File: config.mk
export PLATFORM = sky130hd
export DESIGN_NAME = tcw_front
export DESIGN_NICKNAME = d
export VERILOG_FILES = /design/src/sv/tcw_pkg.sv /design/src/sv/tcw_front.sv
export SDC_FILE = /design/constraint.sdc
export NUM_CORES = 1
export LEC_CHECK = 0
export BUFFER_PORTS_ARGS = -buffer_cell sky130_fd_sc_hd__buf_2
export CORE_ASPECT_RATIO = 1.4
export CORE_UTILIZATION = 25
export DETAILED_ROUTE_END_ITERATION = 8
export PLACE_DENSITY = 0.42
export SLEW_MARGIN = 30
export SYNTH_ARGS = -nofsm -noshare
export SYNTH_HDL_FRONTEND = slang
export SYNTH_SLANG_ARGS = --single-unit
File: constraint.sdc
create_clock -name clk -period 5.9 [get_ports clk]
set_clock_uncertainty 0.2 [all_clocks]
set_input_delay 0.295 -clock clk [delete_from_list [all_inputs] [get_ports clk]]
set_output_delay 0.295 -clock clk [all_outputs]
set_load 0.03 [all_outputs]
File: src/sv/tcw_pkg.sv
// Package for the text console writer: command codes, character codes,
// the classified-command record passed from front to back, and helpers.
// Used by tcw_front, tcw_back and text_console_writer; depends on nothing.
package tcw_pkg;

    // Default screen geometry.
    localparam int ROWS_DEFAULT = 25;
    localparam int COLS_DEFAULT = 80;

    // Command codes on the input channel.
    localparam logic [1:0] CMD_PUT   = 2'd0;
    localparam logic [1:0] CMD_CLEAR = 2'd1;
    localparam logic [1:0] CMD_READ  = 2'd2;

    // Control characters and tab advance.
    localparam logic [7:0] CH_NEWLINE = 8'd10;
    localparam logic [7:0] CH_TAB     = 8'd9;
    localparam logic [2:0] TAB_STEP   = 3'd4;

    // What the back end has to do for one command.
    typedef enum logic [2:0] {
        KIND_NEWLINE,
        KIND_TAB,
        KIND_CHAR,
        KIND_CLEAR,
        KIND_READ,
        KIND_NOP
    } kind_t;

    typedef struct packed {
        kind_t       kind;
        logic [7:0]  char_code;
        logic [7:0]  color;
        logic [4:0]  row;
        logic [6:0]  col;
    } op_t;

    // Handshake between the command queue and the back end.
    typedef struct packed {
        logic pop;
        logic init_busy;
    } back_ctl_t;

    // Cursor increment that sticks at 255.
    function automatic logic [7:0] sat_add(input logic [7:0] v, input logic [2:0] add);
        logic [8:0] s;
        s = {1'b0, v} + 9'(add);
        return s[8] ? 8'hFF : s[7:0];
    endfunction

endpackage

File: src/sv/tcw_front.sv
// Front end of the text console writer: accepts input transactions, classifies
// each command and holds it in a two-entry queue for the back end.
// Depends on tcw_pkg.
module tcw_front #(
    parameter int ROWS = tcw_pkg::ROWS_DEFAULT,
    parameter int COLS = tcw_pkg::COLS_DEFAULT
) (
    input  logic              clk,
    input  logic              rst_n,
    input  logic              in_valid,
    output logic              in_stall,
    input  logic [1:0]        cmd,
    input  logic [7:0]        char_code,
    input  logic [7:0]        color,
    input  logic [4:0]        row,
    input  logic [6:0]        col,
    input  tcw_pkg::back_ctl_t ctl,
    output logic              q_valid,
    output tcw_pkg::op_t      q_head
);

    tcw_pkg::op_t q_reg [2];
    logic         wr_ptr_reg, wr_ptr_next;
    logic         rd_ptr_reg, rd_ptr_next;
    logic [1:0]   count_reg, count_next;
    tcw_pkg::op_t op_in;
    logic         push;
    logic         rd_ok;

    // A read outside the screen behaves exactly like an unused command.
    assign rd_ok = (7'(row) < 7'(ROWS)) && (8'(col) < 8'(COLS));

    always_comb
    begin
        op_in.char_code = char_code;
        op_in.color     = color;
        op_in.row       = row;
        op_in.col       = col;
        unique case (cmd)
            tcw_pkg::CMD_PUT:
            begin
                if (char_code == tcw_pkg::CH_NEWLINE)
                    op_in.kind = tcw_pkg::KIND_NEWLINE;
                else if (char_code == tcw_pkg::CH_TAB)
                    op_in.kind = tcw_pkg::KIND_TAB;
                else
                    op_in.kind = tcw_pkg::KIND_CHAR;
            end
            tcw_pkg::CMD_CLEAR: op_in.kind = tcw_pkg::KIND_CLEAR;
            tcw_pkg::CMD_READ:  op_in.kind = rd_ok ? tcw_pkg::KIND_READ : tcw_pkg::KIND_NOP;
            default:            op_in.kind = tcw_pkg::KIND_NOP;
        endcase
    end

    assign in_stall = (count_reg == 2'd2) || ctl.init_busy;
    assign push     = in_valid && !in_stall;
    assign q_valid  = (count_reg != 2'd0);
    assign q_head   = q_reg[rd_ptr_reg];

    always_comb
    begin
        wr_ptr_next = push ? !wr_ptr_reg : wr_ptr_reg;
        rd_ptr_next = ctl.pop ? !rd_ptr_reg : rd_ptr_reg;
        count_next  = count_reg;
        if (push && !ctl.pop)
            count_next = count_reg + 2'd1;
        else if (!push && ctl.pop)
            count_next = count_reg - 2'd1;
    end

    always_ff @(posedge clk or negedge rst_n)
    begin
        if (!rst_n)
        begin
            wr_ptr_reg <= 1'b0;
            rd_ptr_reg <= 1'b0;
            count_reg  <= 2'd0;
        end
        else
        begin
            wr_ptr_reg <= wr_ptr_next;
            rd_ptr_reg <= rd_ptr_next;
            count_reg  <= count_next;
        end
    end

    always_ff @(posedge clk)
    begin
        if (push)
            q_reg[wr_ptr_reg] <= op_in;
    end

endmodule

==> key figures <==
Status
  • Run status: completed

Floorplan
  • Vertical die dimension: 121 um
  • Placeable Area: 9850 sq um
  • Total Die Area: 10500 sq um
  • Die width: 86.8 um
  • Ports placed on the boundary: a little under 70
  • Effective utilization at floorplan: 25.6%
  • Number of cell rows: 43

CTS
  • TritonCTS clock tree: done
  • Cts hold-fix bufs: 28
  • Max Root-Sink Buffers: 2
  • Clk_lat worst skew: between 0.3 and 0.4 ns
  • Number of sinks handled by clock tree synthesis: between 60 and 70
  • Clock root buffer master: clkbuf_16
  • Number of setup buffers added after CTS: 0
  • TritonCTS Buffers: 9
  • H-tree depth: 3
  • Number of resized instances in the post-cts repair step: 0
  • Reg clk slew, reported paths: 0.05 ns

Route
  • Iteration-0 DRC count of the detailed router: 52
  • Average wire per standard cell: 13.7 um
  • Initial DRT Pass Iterations: 4
  • Vias: about 1500
  • Detailed-route vias per instance: 3.97
  • Post-route DRC violation count: 0
  • Routed Antenna Nets: 0
  • Routed wire length: slightly above 5 mm

Critical path
  • Ordered cell list for the critical path: buf_4, mux2_2, buf_2
  • Master of the slowest instance on the critical path: dfrtp_1
  • Nature of the critical path startpoint: register
  • WP buf/inv: 2
  • CP Capture Type: output pin
  • Arrival time worst endpoint: ~2.0 ns
  • Top delay family on crit path: flip-flops
  • Maximum cell stage delay along the critical path: approximately 0.69 ns
  • Worst endpoint required time: 5.41 ns
  • Logic depth of the worst register-to-register path: 3
  • Maximum net fanout on the critical path: 20
  • WS Path Type: register to output pin
  • WP depth: 3

Cells and area
  • Post-route cell area: between 3000 and 4000 sq um
  • Nets@finish: 269
  • Count of fill cells added during filler insertion: between 900 and 1000
  • Antenna diodes: 0
  • Ratio of cells with drive above 1 in the final layout: about half
  • Number of flip-flops under the largest register name: 62
  • Final core occ: 36.8%
  • Area growth from synthesis to layout: 43.9%

Global routing
  • Global-route wire length before repair: 7.98 mm
  • Vias in the first global route: 1597
  • Maximum number of pins on one net before global-route repair: 32
  • Number of antenna violations at the first check in global routing: 0
  • GRT Overall Usage: 10.8%
  • Global route overflow: 0

Power
  • Peak VDD IR: 0.000166 V
  • Power density over cell area: 456 nW/um^2
  • Leak pwr: between 1 and 1.5 nW

Min path
  • Path type of the worst min-delay path: primary input to register
  • Worst Hold Path Cells: 1

Synthesis
  • Synth Instances: 130
  • Most area-hungry cell type in the Yosys netlist: edfxtp_1
  • Synth Area per Inst: 19.4 sq um
  • Share of the synthesized area in the top cell type: between 70% and 80%
  • Number of flip-flops and latches in the synthesized netlist: 66
  • Distinct cell type count of the synthesized netlist: 21
  • Fraction of the yosys area taken by sequential cells: 77.9%
  • Mapped Nets: ~170
  • YS warnings: 0
  • Mapped cell area: ~2500 sq um
  • Leading cell types by total area after synthesis: edfxtp_1 74%, mux2_2 13%, dfrtp_1 4.0%

Placement
  • Quantity of I/O buffers inserted on ports: 67
  • DP Wirelength: 3.34 mm
  • Routability cong.: 0.637
  • Area post-placement: 3040 sq um

Timing
  • Period utilization: 42.1%
  • Worst-Margin Slew: 0.818 ns
  • Setup-violating endpoint count in the final report: 0
  • Period minus WS final: 2.48 ns
  • FMAX: 403 MHz
  • Sum of negative setup slack: 0 ns
  • Final Hold Viols: 0
  • Setup repair after global routing missed its margin: false
  • Number of slew-limit violations in the final report: 0
  • Headroom to the max-slew limit: a little under half

Job
  • Maximum Capacitance Violations: 0
==> synth_stat cells <==
library cell and n:
xnor2_1 4, a21oi_1 2, inv_1 6, mux2_1 2
dfrtp_1 4, ha_1 1, a311o_1 1, clkbuf_1 2
nand2_1 1, mux2_2 29, or4b_4 1, edfxtp_1 62
xor2_1 2, nor2_1 4, o311ai_1 1, and3_1 1
o211ai_1 1, o21ai_0 1, a21boi_0 1, nor3_2 1
buf_2 3
==> per-layer routing <==
| layer | global-route usage [%] | up-vias | wire, um |
|---|---|---|---|
| met5 | 0 | - | 0 |
| met4 | 9.17 | 0 | 206 |
| met3 | 2.39 | 13 | 184 |
| met2 | 18.4 | 37 | 2710 |
| met1 | 11.2 | 725 | 1990 |
| li1 | - | 707 | - |
==> power breakdown <==
group          total, W  internal [W]  switching (W)
Clock          0.000525      0.000349       0.000176
Combinational  0.000501      0.000191       0.000309
Sequential     0.000627      0.000588      0.0000384
Total           0.00165       0.00113       0.000524
==> area by class of cell <==
class | count | area, sq um | area share, %
Multi-Input combinational cell | 53 | 520 | 14.4
Sequential cell | 66 | 1960 | 54.1
Clock buffer | 14 | 264 | 7.29
Timing Repair Buffer | 97 | 651 | 18.0
Clock inverter | 2 | 35.0 | 0.967
Inverter | 6 | 22.5 | 0.622
Tap cell | 135 | 169 | 4.66
==> cells in the final DEF, fill, tap and decap left out, types with 2 or more instances in the layout <==
master / count
mux2_2: 29
clkbuf_16: 9
xnor2_1: 4
edfxtp_1: 62
mux2_1: 2
a21oi_1: 2
clkbuf_1: 3
xor2_1: 2
dlygate4sd3_1: 28
nor2_1: 3
buf_2: 67
dfrtp_1: 4
inv_1: 6
clkbuf_8: 2
==> cell families (layout without fill, tap and decap cells) <==
| family | after synthesis | count (layout) | share of synthesized area (%) |
|---|---|---|---|
| DFF | 66 | 66 | 77.9 |
| adders and majority gates | 1 | 1 | 0.497 |
| AOI/OAI and AO/OA | 7 | 7 | 1.94 |
| buffers and inverters | 11 | 119 | 1.79 |
| and+or+nand+nor | 8 | 8 | 1.94 |
| muxes | 31 | 31 | 13.9 |
| xor gates and xnor gates | 6 | 6 | 2.09 |
==> path summary, 6_finish.rpt <==
path,end,startpoint,slack (ns)
worst max register to register,q_reg[1][29]$_DFFE_PP_,count_reg[0]$_DFFE_PN0P_,3.89
worst min register to register,wr_ptr_reg$_DFFE_PN0N_,wr_ptr_reg$_DFFE_PN0N_,0.35
min in group asynchronous,count_reg[0]$_DFFE_PN0P_,rst_n,0.10
worst max-delay path,q_head[16],rd_ptr_reg$_DFFE_PN0P_,3.42
worst min-delay path,q_reg[0][21]$_DFFE_PP_,char_code[1],0.02
max in group asynchronous,wr_ptr_reg$_DFFE_PN0N_,rst_n,5.27
==> through the flow <==
stage                     hold WS, ns  cells  total power [W]  setup slack, ns
after global placement        -0.0878    328          0.00112             3.72
final                          0.0168    373          0.00165             3.42
after floorplan                -0.201    130         0.000985             3.34
after CTS                      0.0117    373          0.00168             3.35
after detailed placement      -0.0816    329          0.00113             3.71
after global routing           0.0103    373          0.00173             3.30
Note: power is estimated with default switching activity, not from simulation.
